File: config.mk
export PLATFORM = sky130hd
export DESIGN_NAME = confidence_weighted_signal_combiner
export DESIGN_NICKNAME = d
export VERILOG_FILES = /design/src/csc_pkg.sv /design/src/csc_ctrl.sv /design/src/csc_datapath.sv /design/src/confidence_weighted_signal_combiner.sv
export VERILOG_INCLUDE_DIRS = /design/src /design/src/src
export SDC_FILE = /design/constraint.sdc
export NUM_CORES = 2
export LEC_CHECK = 0
export ABC_AREA = 1
export BUFFER_PORTS_ARGS = -buffer_cell sky130_fd_sc_hd__buf_4
export CAP_MARGIN = 20
export CORE_ASPECT_RATIO = 0.6
export CORE_MARGIN = 10
export CORE_UTILIZATION = 50
export DETAILED_ROUTE_END_ITERATION = 10
export PLACE_DENSITY = 0.66
export SYNTH_ARGS = -nofsm -noshare
export SYNTH_HDL_FRONTEND = slang
export SYNTH_HIERARCHICAL = 1
export SYNTH_SLANG_ARGS = --single-unit
File: constraint.sdc
create_clock -name clk_i -period 11.47 [get_ports clk_i]
set_input_delay 0 -clock clk_i [delete_from_list [all_inputs] [get_ports clk_i]]
set_output_delay 0 -clock clk_i [all_outputs]
set_load 0.005 [all_outputs]
File: src/assert_macros.svh
// assertion helpers, empty bodies for synthesis
`ifndef ASSERT_MACROS_SVH
`define ASSERT_MACROS_SVH

`ifndef SYNTHESIS

`define CSC_ASSERT(lbl, clk, rstn, prop) \
  lbl: assert property (@(posedge clk) disable iff (!(rstn)) (prop)) \
    else $error("assertion failed");

`define CSC_ASSERT_NEVER(lbl, clk, rstn, expr) \
  lbl: assert property (@(posedge clk) disable iff (!(rstn)) !(expr)) \
    else $error("forbidden condition seen");

`else

`define CSC_ASSERT(lbl, clk, rstn, prop)

`define CSC_ASSERT_NEVER(lbl, clk, rstn, expr)

`endif

`endif

File: src/csc_pkg.sv
`default_nettype none

package csc_pkg;

  // quotient bits of the shared divider, enough for results up to 1.0 in q1.15
  localparam int QUOT_W  = 17;
  localparam int STEP_W  = $clog2(QUOT_W);
  localparam int ONE_Q15 = 32768;

  typedef struct packed {
    logic signed [16:0] signal_value;
    logic [15:0]        signal_conf;
    logic [1:0]         combine_method;
    logic               last_signal;
  } in_t;

  typedef struct packed {
    logic signed [16:0] action;
    logic [15:0]        mean_conf;
    logic [1:0]         regime;
    logic               overflow;
  } out_t;

  typedef enum logic [1:0] {
    METHOD_WAVG     = 2'd0,
    METHOD_VOTE     = 2'd1,
    METHOD_ENSEMBLE = 2'd2
  } method_e;

  typedef enum logic [1:0] {
    REGIME_TREND     = 2'd0,
    REGIME_REVERT    = 2'd1,
    REGIME_UNCERTAIN = 2'd2
  } regime_e;

  typedef enum logic {
    CFG_TREND  = 1'b0,
    CFG_REVERT = 1'b1
  } cfg_idx_e;

  typedef enum logic {
    DIV_ACTION = 1'b0,
    DIV_MEAN   = 1'b1
  } div_sel_e;

  typedef enum logic [2:0] {
    ST_IDLE,
    ST_ACCUM,
    ST_LOAD_ACT,
    ST_DIV_ACT,
    ST_TAKE_ACT,
    ST_DIV_MEAN,
    ST_EMIT
  } state_e;

  typedef struct packed {
    logic     load_in;
    logic     accum;
    logic     div_load;
    div_sel_e div_sel;
    logic     div_step;
    logic     take_act;
    logic     set_act_est;
    logic     emit;
  } cmd_t;

  typedef struct packed {
    logic       last;
    logic [1:0] method;
    logic       div_last;
    logic       out_free;
  } sts_t;

endpackage

`default_nettype wire

File: src/csc_ctrl.sv
`default_nettype none

module csc_ctrl (
  input  wire logic          clk_i,
  input  wire logic          rst_ni,
  input  wire logic          in_valid_i,
  output logic               in_stall_o,
  input  wire csc_pkg::sts_t sts_i,
  output csc_pkg::cmd_t      cmd_o
);

  csc_pkg::state_e state_q, state_d;

  always_ff @(posedge clk_i or negedge rst_ni) begin
    if (!rst_ni) begin
      state_q <= csc_pkg::ST_IDLE;
    end else begin
      state_q <= state_d;
    end
  end

  always_comb begin
    state_d    = state_q;
    cmd_o      = '0;
    in_stall_o = 1'b1;
    case (state_q)
      csc_pkg::ST_IDLE: begin
        in_stall_o = 1'b0;
        if (in_valid_i) begin
          cmd_o.load_in = 1'b1;
          state_d       = csc_pkg::ST_ACCUM;
        end
      end
      csc_pkg::ST_ACCUM: begin
        cmd_o.accum = 1'b1;
        state_d     = sts_i.last ? csc_pkg::ST_LOAD_ACT : csc_pkg::ST_IDLE;
      end
      csc_pkg::ST_LOAD_ACT: begin
        cmd_o.div_load = 1'b1;
        if (sts_i.method == csc_pkg::METHOD_ENSEMBLE) begin
          // running estimate is the action, only the mean needs a divide
          cmd_o.set_act_est = 1'b1;
          cmd_o.div_sel     = csc_pkg::DIV_MEAN;
          state_d           = csc_pkg::ST_DIV_MEAN;
        end else begin
          cmd_o.div_sel = csc_pkg::DIV_ACTION;
          state_d       = csc_pkg::ST_DIV_ACT;
        end
      end
      csc_pkg::ST_DIV_ACT: begin
        cmd_o.div_step = 1'b1;
        if (sts_i.div_last) state_d = csc_pkg::ST_TAKE_ACT;
      end
      csc_pkg::ST_TAKE_ACT: begin
        cmd_o.take_act = 1'b1;
        cmd_o.div_load = 1'b1;
        cmd_o.div_sel  = csc_pkg::DIV_MEAN;
        state_d        = csc_pkg::ST_DIV_MEAN;
      end
      csc_pkg::ST_DIV_MEAN: begin
        cmd_o.div_step = 1'b1;
        if (sts_i.div_last) state_d = csc_pkg::ST_EMIT;
      end
      csc_pkg::ST_EMIT: begin
        if (sts_i.out_free) begin
          cmd_o.emit = 1'b1;
          state_d    = csc_pkg::ST_IDLE;
        end
      end
      default: begin
        state_d = csc_pkg::ST_IDLE;
      end
    endcase
  end

endmodule

`default_nettype wire

File: src/csc_datapath.sv
`default_nettype none

module csc_datapath #(
  parameter int MAX_SIGNALS = 256
) (
  input  wire logic          clk_i,
  input  wire logic          rst_ni,
  input  wire csc_pkg::cmd_t cmd_i,
  output csc_pkg::sts_t      sts_o,
  input  wire csc_pkg::in_t  in_data_i,
  input  wire logic          cfg_we_i,
  input  wire logic          cfg_idx_i,
  input  wire logic [15:0]   cfg_wdata_i,
  input  wire logic          out_stall_i,
  output logic               out_valid_o,
  output csc_pkg::out_t      out_data_o
);

  localparam int CNT_W  = $clog2(MAX_SIGNALS + 1);
  localparam int CONF_W = 15 + CNT_W;
  localparam int WSUM_W = 31 + CNT_W;
  localparam int NUM_W  = 30 + CNT_W;
  localparam int DSH_W  = CONF_W + csc_pkg::QUOT_W - 1;
  localparam int QW     = csc_pkg::QUOT_W;
  localparam int SW     = csc_pkg::STEP_W;

  // registered input word
  logic signed [16:0] v_q;
  logic [15:0]        c_q;
  logic [1:0]         method_q;
  logic               last_q;

  // set accumulators
  logic [CONF_W-1:0]        conf_q, bull_q, bear_q;
  logic signed [WSUM_W-1:0] wsum_q;
  logic signed [16:0]       est_q;
  logic [CNT_W-1:0]         cnt_q;
  logic                     drop_q;

  logic [15:0] trend_q, revert_q;

  // shared divider
  logic [NUM_W-1:0] rem_q;
  logic [DSH_W-1:0] dsh_q;
  logic [QW-1:0]    quo_q;
  logic             neg_q, zero_q;
  logic [SW-1:0]    step_q;

  logic signed [16:0] act_q;
  logic               out_valid_q;
  csc_pkg::out_t      out_q;

  // input clamp
  logic signed [16:0] v_clamp;
  logic [15:0]        c_clamp;

  always_comb begin
    v_clamp = in_data_i.signal_value;
    if (in_data_i.signal_value > 17'sd32768) v_clamp = 17'sd32768;
    if (in_data_i.signal_value < -17'sd32768) v_clamp = -17'sd32768;
    c_clamp = (in_data_i.signal_conf > 16'(csc_pkg::ONE_Q15)) ?
              16'(csc_pkg::ONE_Q15) : in_data_i.signal_conf;
  end

  always_ff @(posedge clk_i) begin
    if (cmd_i.load_in) begin
      v_q      <= v_clamp;
      c_q      <= c_clamp;
      method_q <= in_data_i.combine_method;
      last_q   <= in_data_i.last_signal;
    end
  end

  // accumulation terms
  logic signed [16:0] c_s17;
  logic signed [17:0] c_s18, diff;
  logic signed [33:0] prod_w;
  logic signed [35:0] prod_e, prod_adj;
  logic signed [16:0] est_next;
  logic               set_full;

  always_comb begin
    c_s17    = $signed({1'b0, c_q});
    c_s18    = $signed({2'b00, c_q});
    prod_w   = c_s17 * v_q;
    diff     = $signed({v_q[16], v_q}) - $signed({est_q[16], est_q});
    prod_e   = c_s18 * diff;
    // truncate toward zero on the rescale
    prod_adj = prod_e + (prod_e[35] ? 36'sd32767 : 36'sd0);
    // the update can wrap transiently, the sum always lands back in range
    est_next = est_q + $signed(prod_adj[31:15]);
    set_full = (cnt_q >= CNT_W'(MAX_SIGNALS));
  end

  // divider operand selection
  logic [WSUM_W-1:0]      wsum_mag;
  logic signed [CONF_W:0] vote_diff;
  logic [CONF_W:0]        vote_mag;
  logic [NUM_W-1:0]       num_sel;
  logic [CONF_W-1:0]      den_sel;
  logic                   neg_sel;

  always_comb begin
    wsum_mag  = wsum_q[WSUM_W-1] ? WSUM_W'(-wsum_q) : WSUM_W'(wsum_q);
    vote_diff = $signed({1'b0, bull_q}) - $signed({1'b0, bear_q});
    vote_mag  = vote_diff[CONF_W] ? (CONF_W+1)'(-vote_diff) : (CONF_W+1)'(vote_diff);
    num_sel   = NUM_W'(conf_q);
    den_sel   = CONF_W'(cnt_q);
    neg_sel   = 1'b0;
    if (cmd_i.div_sel == csc_pkg::DIV_ACTION) begin
      case (method_q)
        csc_pkg::METHOD_VOTE: begin
          num_sel = {vote_mag[CONF_W-1:0], 15'd0};
          den_sel = bull_q + bear_q;
          neg_sel = vote_diff[CONF_W];
        end
        default: begin
          num_sel = wsum_mag[NUM_W-1:0];
          den_sel = conf_q;
          neg_sel = wsum_q[WSUM_W-1];
        end
      endcase
    end
  end

  logic             div_ge;
  logic [QW-1:0]    q_mag, q_clamp;
  logic signed [16:0] q_signed;

  always_comb begin
    div_ge   = (DSH_W'(rem_q) >= dsh_q);
    q_mag    = zero_q ? '0 : quo_q;
    q_clamp  = (q_mag > QW'(csc_pkg::ONE_Q15)) ? QW'(csc_pkg::ONE_Q15) : q_mag;
    q_signed = neg_q ? -$signed(17'(q_clamp)) : $signed(17'(q_clamp));
  end

  always_ff @(posedge clk_i) begin
    if (cmd_i.div_load) begin
      rem_q  <= num_sel;
      dsh_q  <= DSH_W'(den_sel) << (QW - 1);
      quo_q  <= '0;
      neg_q  <= neg_sel;
      zero_q <= (den_sel == '0);
      step_q <= SW'(QW - 1);
    end else if (cmd_i.div_step) begin
      if (div_ge) rem_q <= rem_q - NUM_W'(dsh_q);
      quo_q  <= {quo_q[QW-2:0], div_ge};
      dsh_q  <= dsh_q >> 1;
      // the count rests at zero after the last step
      if (step_q != '0) step_q <= step_q - SW'(1);
    end
    if (cmd_i.set_act_est) begin
      act_q <= est_q;
    end else if (cmd_i.take_act) begin
      act_q <= q_signed;
    end
  end

  always_ff @(posedge clk_i or negedge rst_ni) begin
    if (!rst_ni) begin
      conf_q <= '0;
      bull_q <= '0;
      bear_q <= '0;
      wsum_q <= '0;
      est_q  <= '0;
      cnt_q  <= '0;
      drop_q <= 1'b0;
    end else if (cmd_i.emit) begin
      conf_q <= '0;
      bull_q <= '0;
      bear_q <= '0;
      wsum_q <= '0;
      est_q  <= '0;
      cnt_q  <= '0;
      drop_q <= 1'b0;
    end else if (cmd_i.accum) begin
      if (set_full) begin
        drop_q <= 1'b1;
      end else begin
        conf_q <= conf_q + CONF_W'(c_q);
        wsum_q <= wsum_q + WSUM_W'(prod_w);
        if (v_q > 17'sd0) bull_q <= bull_q + CONF_W'(c_q);
        if (v_q < 17'sd0) bear_q <= bear_q + CONF_W'(c_q);
        est_q  <= est_next;
        cnt_q  <= cnt_q + CNT_W'(1);
      end
    end
  end

  always_ff @(posedge clk_i or negedge rst_ni) begin
    if (!rst_ni) begin
      trend_q  <= 16'd19661;
      revert_q <= 16'd6554;
    end else if (cfg_we_i) begin
      if (cfg_idx_i == csc_pkg::CFG_TREND) trend_q <= cfg_wdata_i;
      if (cfg_idx_i == csc_pkg::CFG_REVERT) revert_q <= cfg_wdata_i;
    end
  end

  // regime from the final action
  logic [16:0]       act_mag;
  csc_pkg::regime_e  regime;

  always_comb begin
    act_mag = act_q[16] ? 17'(-act_q) : 17'(act_q);
    if (act_mag > {1'b0, trend_q}) begin
      regime = csc_pkg::REGIME_TREND;
    end else if (act_mag < {1'b0, revert_q}) begin
      regime = csc_pkg::REGIME_REVERT;
    end else begin
      regime = csc_pkg::REGIME_UNCERTAIN;
    end
  end

  always_ff @(posedge clk_i or negedge rst_ni) begin
    if (!rst_ni) begin
      out_valid_q <= 1'b0;
    end else if (cmd_i.emit) begin
      out_valid_q <= 1'b1;
    end else if (!out_stall_i) begin
      out_valid_q <= 1'b0;
    end
  end

  // mean quotient is still in the divider when the word goes out
  always_ff @(posedge clk_i) begin
    if (cmd_i.emit) begin
      out_q.action    <= act_q;
      out_q.mean_conf <= q_clamp[15:0];
      out_q.regime    <= regime;
      out_q.overflow  <= drop_q;
    end
  end

  assign out_valid_o = out_valid_q;
  assign out_data_o  = out_q;

  assign sts_o.last     = last_q;
  assign sts_o.method   = method_q;
  assign sts_o.div_last = (step_q == '0);
  assign sts_o.out_free = !out_valid_q || !out_stall_i;

endmodule

`default_nettype wire

File: src/confidence_weighted_signal_combiner.sv
// channel | dir | handshake               | word
// in      | in  | in_valid_i / in_stall_o | csc_pkg::in_t  (value, conf, method, last)
// out     | out | out_valid_o/out_stall_i | csc_pkg::out_t (action, mean, regime, ovf)
// cfg     | in  | cfg_we_i                | cfg_idx_i selects threshold, cfg_wdata_i
//
// a word that does not end a set is registered at the input, then accumulated
// a last word then goes through the shared serial divider, which runs once
// for the action (skipped in ensemble mode) and once for the mean
// reset clears accumulators and loads the default thresholds, no clearing pass
// the output register frees the input side; only a held result blocks the next emit
`default_nettype none

`include "assert_macros.svh"

module confidence_weighted_signal_combiner #(
  parameter int MAX_SIGNALS = 256
) (
  input  wire logic          clk_i,
  input  wire logic          rst_ni,
  input  wire logic          in_valid_i,
  output logic               in_stall_o,
  input  wire csc_pkg::in_t  in_data_i,
  output logic               out_valid_o,
  input  wire logic          out_stall_i,
  output csc_pkg::out_t      out_data_o,
  input  wire logic          cfg_we_i,
  input  wire logic          cfg_idx_i,
  input  wire logic [15:0]   cfg_wdata_i
);

  csc_pkg::cmd_t cmd;
  csc_pkg::sts_t sts;

  csc_ctrl u_ctrl (
    .clk_i      (clk_i),
    .rst_ni     (rst_ni),
    .in_valid_i (in_valid_i),
    .in_stall_o (in_stall_o),
    .sts_i      (sts),
    .cmd_o      (cmd)
  );

  csc_datapath #(
    .MAX_SIGNALS (MAX_SIGNALS)
  ) u_datapath (
    .clk_i       (clk_i),
    .rst_ni      (rst_ni),
    .cmd_i       (cmd),
    .sts_o       (sts),
    .in_data_i   (in_data_i),
    .cfg_we_i    (cfg_we_i),
    .cfg_idx_i   (cfg_idx_i),
    .cfg_wdata_i (cfg_wdata_i),
    .out_stall_i (out_stall_i),
    .out_valid_o (out_valid_o),
    .out_data_o  (out_data_o)
  );

  // an accepted word must be accumulated before the next one comes in
  `CSC_ASSERT(a_accept_then_busy, clk_i, rst_ni, (in_valid_i && !in_stall_o) |=> in_stall_o)

  // never overwrite a result the sink has not taken
  `CSC_ASSERT_NEVER(a_no_result_loss, clk_i, rst_ni, cmd.emit && out_valid_o && out_stall_i)

  // divider load and step are exclusive
  `CSC_ASSERT_NEVER(a_div_exclusive, clk_i, rst_ni, cmd.div_load && cmd.div_step)

  // a result only follows a divide that has run to its last step
  `CSC_ASSERT(a_emit_after_div, clk_i, rst_ni, cmd.emit |-> sts.div_last)

endmodule

`default_nettype wire

==> impl_metrics.py <==
metrics = {
    "setup_path": {
        "slowest_stage": "fa_1",
        "cp-startpoint": "u_datapath/est_q[16]",
        "crit_required_ns": 11.93,
        "r2r_start": "u_datapath/est_q[16]",
        "worstPathMaxFanout": 8,
        "crit_path_frequent_cell": "nand2_1",
        "cp-endpoint": "u_datapath/est_q[10]",
        "reg2regPathDepth": 58,
        "slowest_delay_ns": 0.67,
        "r2r_end": "u_datapath/est_q[10]",
        "setup.worst_path.class": "flip-flop to flip-flop",
        "start_kind": "flip-flop",
        "r2r_setup_slack_ns": 0.64,
        "cp-end-kind": "flip-flop",
        "worstPathArrival_ns": 11.30,
    },
    "layout": {
        "seqCellArea_um2": 9784,
        "postLayoutCellArea_um2": 55230,
        "n_fill_cell": 9397,
        "drive_gt1_share_pct": 7.755,
        "multiInputGateArea_um2": 34020,
        "fin_nets": 7932,
        "area_growth_pct": 10.68,
        "final_core_util_pct": 55.98,
    },
    "floorplan": {
        "ios": 96,
        "die_h_um": 264.7,
        "die_w_um": 427.8,
        "initial_core_util_pct": 50.58,
        "die-area_um2": 113200,
        "rows": 89,
        "core_area_um2": 98660,
    },
    "hold_path": {
        "hp-class": "input port to async pin",
    },
    "sta": {
        "fmax_mhz": 92.33,
        "clock_skew_ns": 0.04097,
        "finalHoldViolCount": 0,
        "fin_crit_ns": 10.83,
        "slew_headroom_pct": 13.38,
        "worstMarginPinSlew_ns": 1.286,
        "period_share_pct": 94.43,
        "setup_ws_ns": 0.6392,
        "finalMaxSlewViolations": 0,
        "setup_total_negative_slack_ns": 0,
        "setup_violations": 0,
    },
    "yosys": {
        "synth_fa_ha_area_share_pct": 32.67,
        "synthXorXnorAreaFrac_pct": 2.054,
        "yosysSeqAreaShare_pct": 19.61,
        "async_reset_ff_share_pct": 47.68,
        "synth_warnings": 6,
        "syn_area_per_cell_um2": 7.468,
        "synth_cells": 6682,
        "synth.cell_area_um2": 49900,
        "ys.flop_type": "dfrtp_1",
        "synth-seq-cells": 367,
        "yosysUniqueCellTypes": 75,
        "synth_mux_area_share_pct": 0,
        "synthSimpleGateAreaFrac_pct": 21.31,
        "synth_edf_count": 154,
        "synthesis.nets": 7720,
        "synth_compound_area_share_pct": 11.88,
        "synth_top_family_by_area": "adder cells",
    },
    "drt": {
        "drtIter0Drc": 5357,
        "wl_mm": 169.3,
        "dr_total_vias": 45855,
        "routedWlPerCell_um": 20.54,
        "route.detailed.drc": 0,
        "drtPass1Iterations": 8,
        "routed_via_density": 5.562,
        "antenna_left": 0,
    },
    "clock_tree": {
        "clk_path_buf_depth": 3,
        "postCtsSetupRepairBufs": 0,
        "cts_sinks": 367,
        "clkLatencyLatePin_ns": 0.62,
        "ctsRootBufferMaster": "clkbuf_16",
        "cts_tree": "yes",
        "cts_max_level": 2,
        "cts_made_buffers": 40,
        "clk_pin_slew_ns": 0.07,
    },
    "global_route": {
        "grt_pass1_vias": 43204,
        "grt_overflow": 0,
        "grt_max_degree": 60,
        "gr-usage-all-layers_pct": 29.32,
        "antenna_found_initial": 2,
        "grt_pass1_wl_mm": 260.8,
    },
    "flow_run": {
        "cap_violations": 0,
    },
    "placement": {
        "port_buffers": 95,
        "dpl.hpwl_mm": 139.1,
        "pre_cts_slack_ns": 0.1067,
        "gp_congestion": 0.9920,
        "dpl_cell_area_um2": 53150,
    },
    "run_status": {
        "status": "finished clean",
    },
}
[sequential cells by signal, indices dropped and copies added (netlist names), 24 cells and up]
signal and flops:
u_datapath/bear_q 24, u_datapath/bull_q 24, u_datapath/conf_q 24, u_datapath/dsh_q 40
u_datapath/out_data_o 36, u_datapath/rem_q 39, u_datapath/wsum_q 40
[routing by layer]
| layer | share of wire [%] | track usage, % | routed length (um) |
|---|---|---|---|
| met5 | 0.0065 | 0 | 11 |
| met4 | 1.6 | 4.484 | 2642 |
| met3 | 15 | 11.73 | 24700 |
| met2 | 35 | 36.54 | 59650 |
| met1 | 49 | 46.51 | 82340 |
[cell usage after synthesis (all sizes together) (4+ instances only)]
cell     instances  area [um2]
a211oi          12       90.09
a21boi          11       86.33
a21o            18       135.1
a21oi          378        1914
a221oi           9       78.83
a22o             4       35.03
a22oi            7       52.55
a31o             6       52.55
a31oi           17       106.4
and2             6       37.54
and3             6       37.54
buf             40       215.2
clkbuf         163       613.1
clkinv          12       46.29
dfrtp          160        4004
dfstp           15       394.1
dfxtp           38       760.7
edfxtp         154        4624
fa             538       10770
ha             442        5530
inv           1426        5353
nand2         1452        5540
nand3          274        1429
nand3b          19       155.2
nand4           59       369.1
nor2           575        2211
nor3            66       351.6
nor4            35       219.0
o2111ai          6       52.55
o211ai          28       210.2
o21a            10       75.07
o21ai          371        1872
o21bai          21       161.4
o221ai          17       148.9
o22ai           90       563.0
o31ai           18       135.1
or2             38       237.7
xnor2           38       332.8
xor2            79       691.9
[worst max-delay path, delay by kind of cell, from the launching register on]
family,cells,cell delay (ns)
adders and majority gates,11,4.63
and+or+nand+nor,22,2.16
buffers and inverters,15,1.86
AOI/OAI and AO/OA,10,1.58
DFF,1,0.42
[worst min path at each step]
stage	from	end	depth (start not counted)
after floorplan	rst_ni	u_ctrl/state_q[0]	0
after global placement	rst_ni	u_datapath/est_q[5]	1
after detailed placement	rst_ni	u_datapath/est_q[6]	1
after CTS	rst_ni	u_datapath/trend_q[11]	2
after global routing	rst_ni	u_datapath/trend_q[11]	2
final	rst_ni	u_datapath/revert_q[3]	2
[placed cells by master (no fill, tap or decap), types with 79 or more instances in the layout]
cell / count
xor2_1: 79
ha_1: 440
nand3_1: 264
a21oi_1: 371
dfrtp_1: 159
buf_4: 314
nor2_1: 555
edfxtp_1: 154
o21ai_0: 348
fa_1: 537
inv_1: 1413
nand2_1: 1423
o22ai_1: 89
[per-stage QoR]
step	hold WS (ns)	cells
2_1_floorplan	-0.2956	6682
3_3_place_gp	0.04763	8113
3_5_place_dp	0.05051	8113
4_1_cts	0.01036	8242
5_1_grt	0.02702	8244
6_report	0.02759	8245
[area by class of cell]
type	count	area share, %
Antenna cell	1	0.004531
Inverter	1438	9.783
Clock inverter	16	0.3829
Sequential cell	367	17.72
Timing Repair Buffer	373	5.403
Tap cell	1319	2.988
Clock buffer	57	2.118
Multi-Input combinational cell	4674	61.60
[logic make-up after synthesis]
| logic type | count (synthesis) |
|---|---|
| compound gates | 1041 |
| xor+xnor | 117 |
| fa+ha+maj | 980 |
| buf+inv | 1641 |
| flops | 367 |
| simple gates | 2536 |
[timing repair]
item                                    CTS  global route
resized for setup                         0            32
hold buffers                             56             0
endpoints found under the setup margin    0            13
endpoints found under the hold margin   135             0
Power is left out: the tool's default activity adds up to more than one toggle a clock period on the data nets, which glitch-free logic cannot reach.
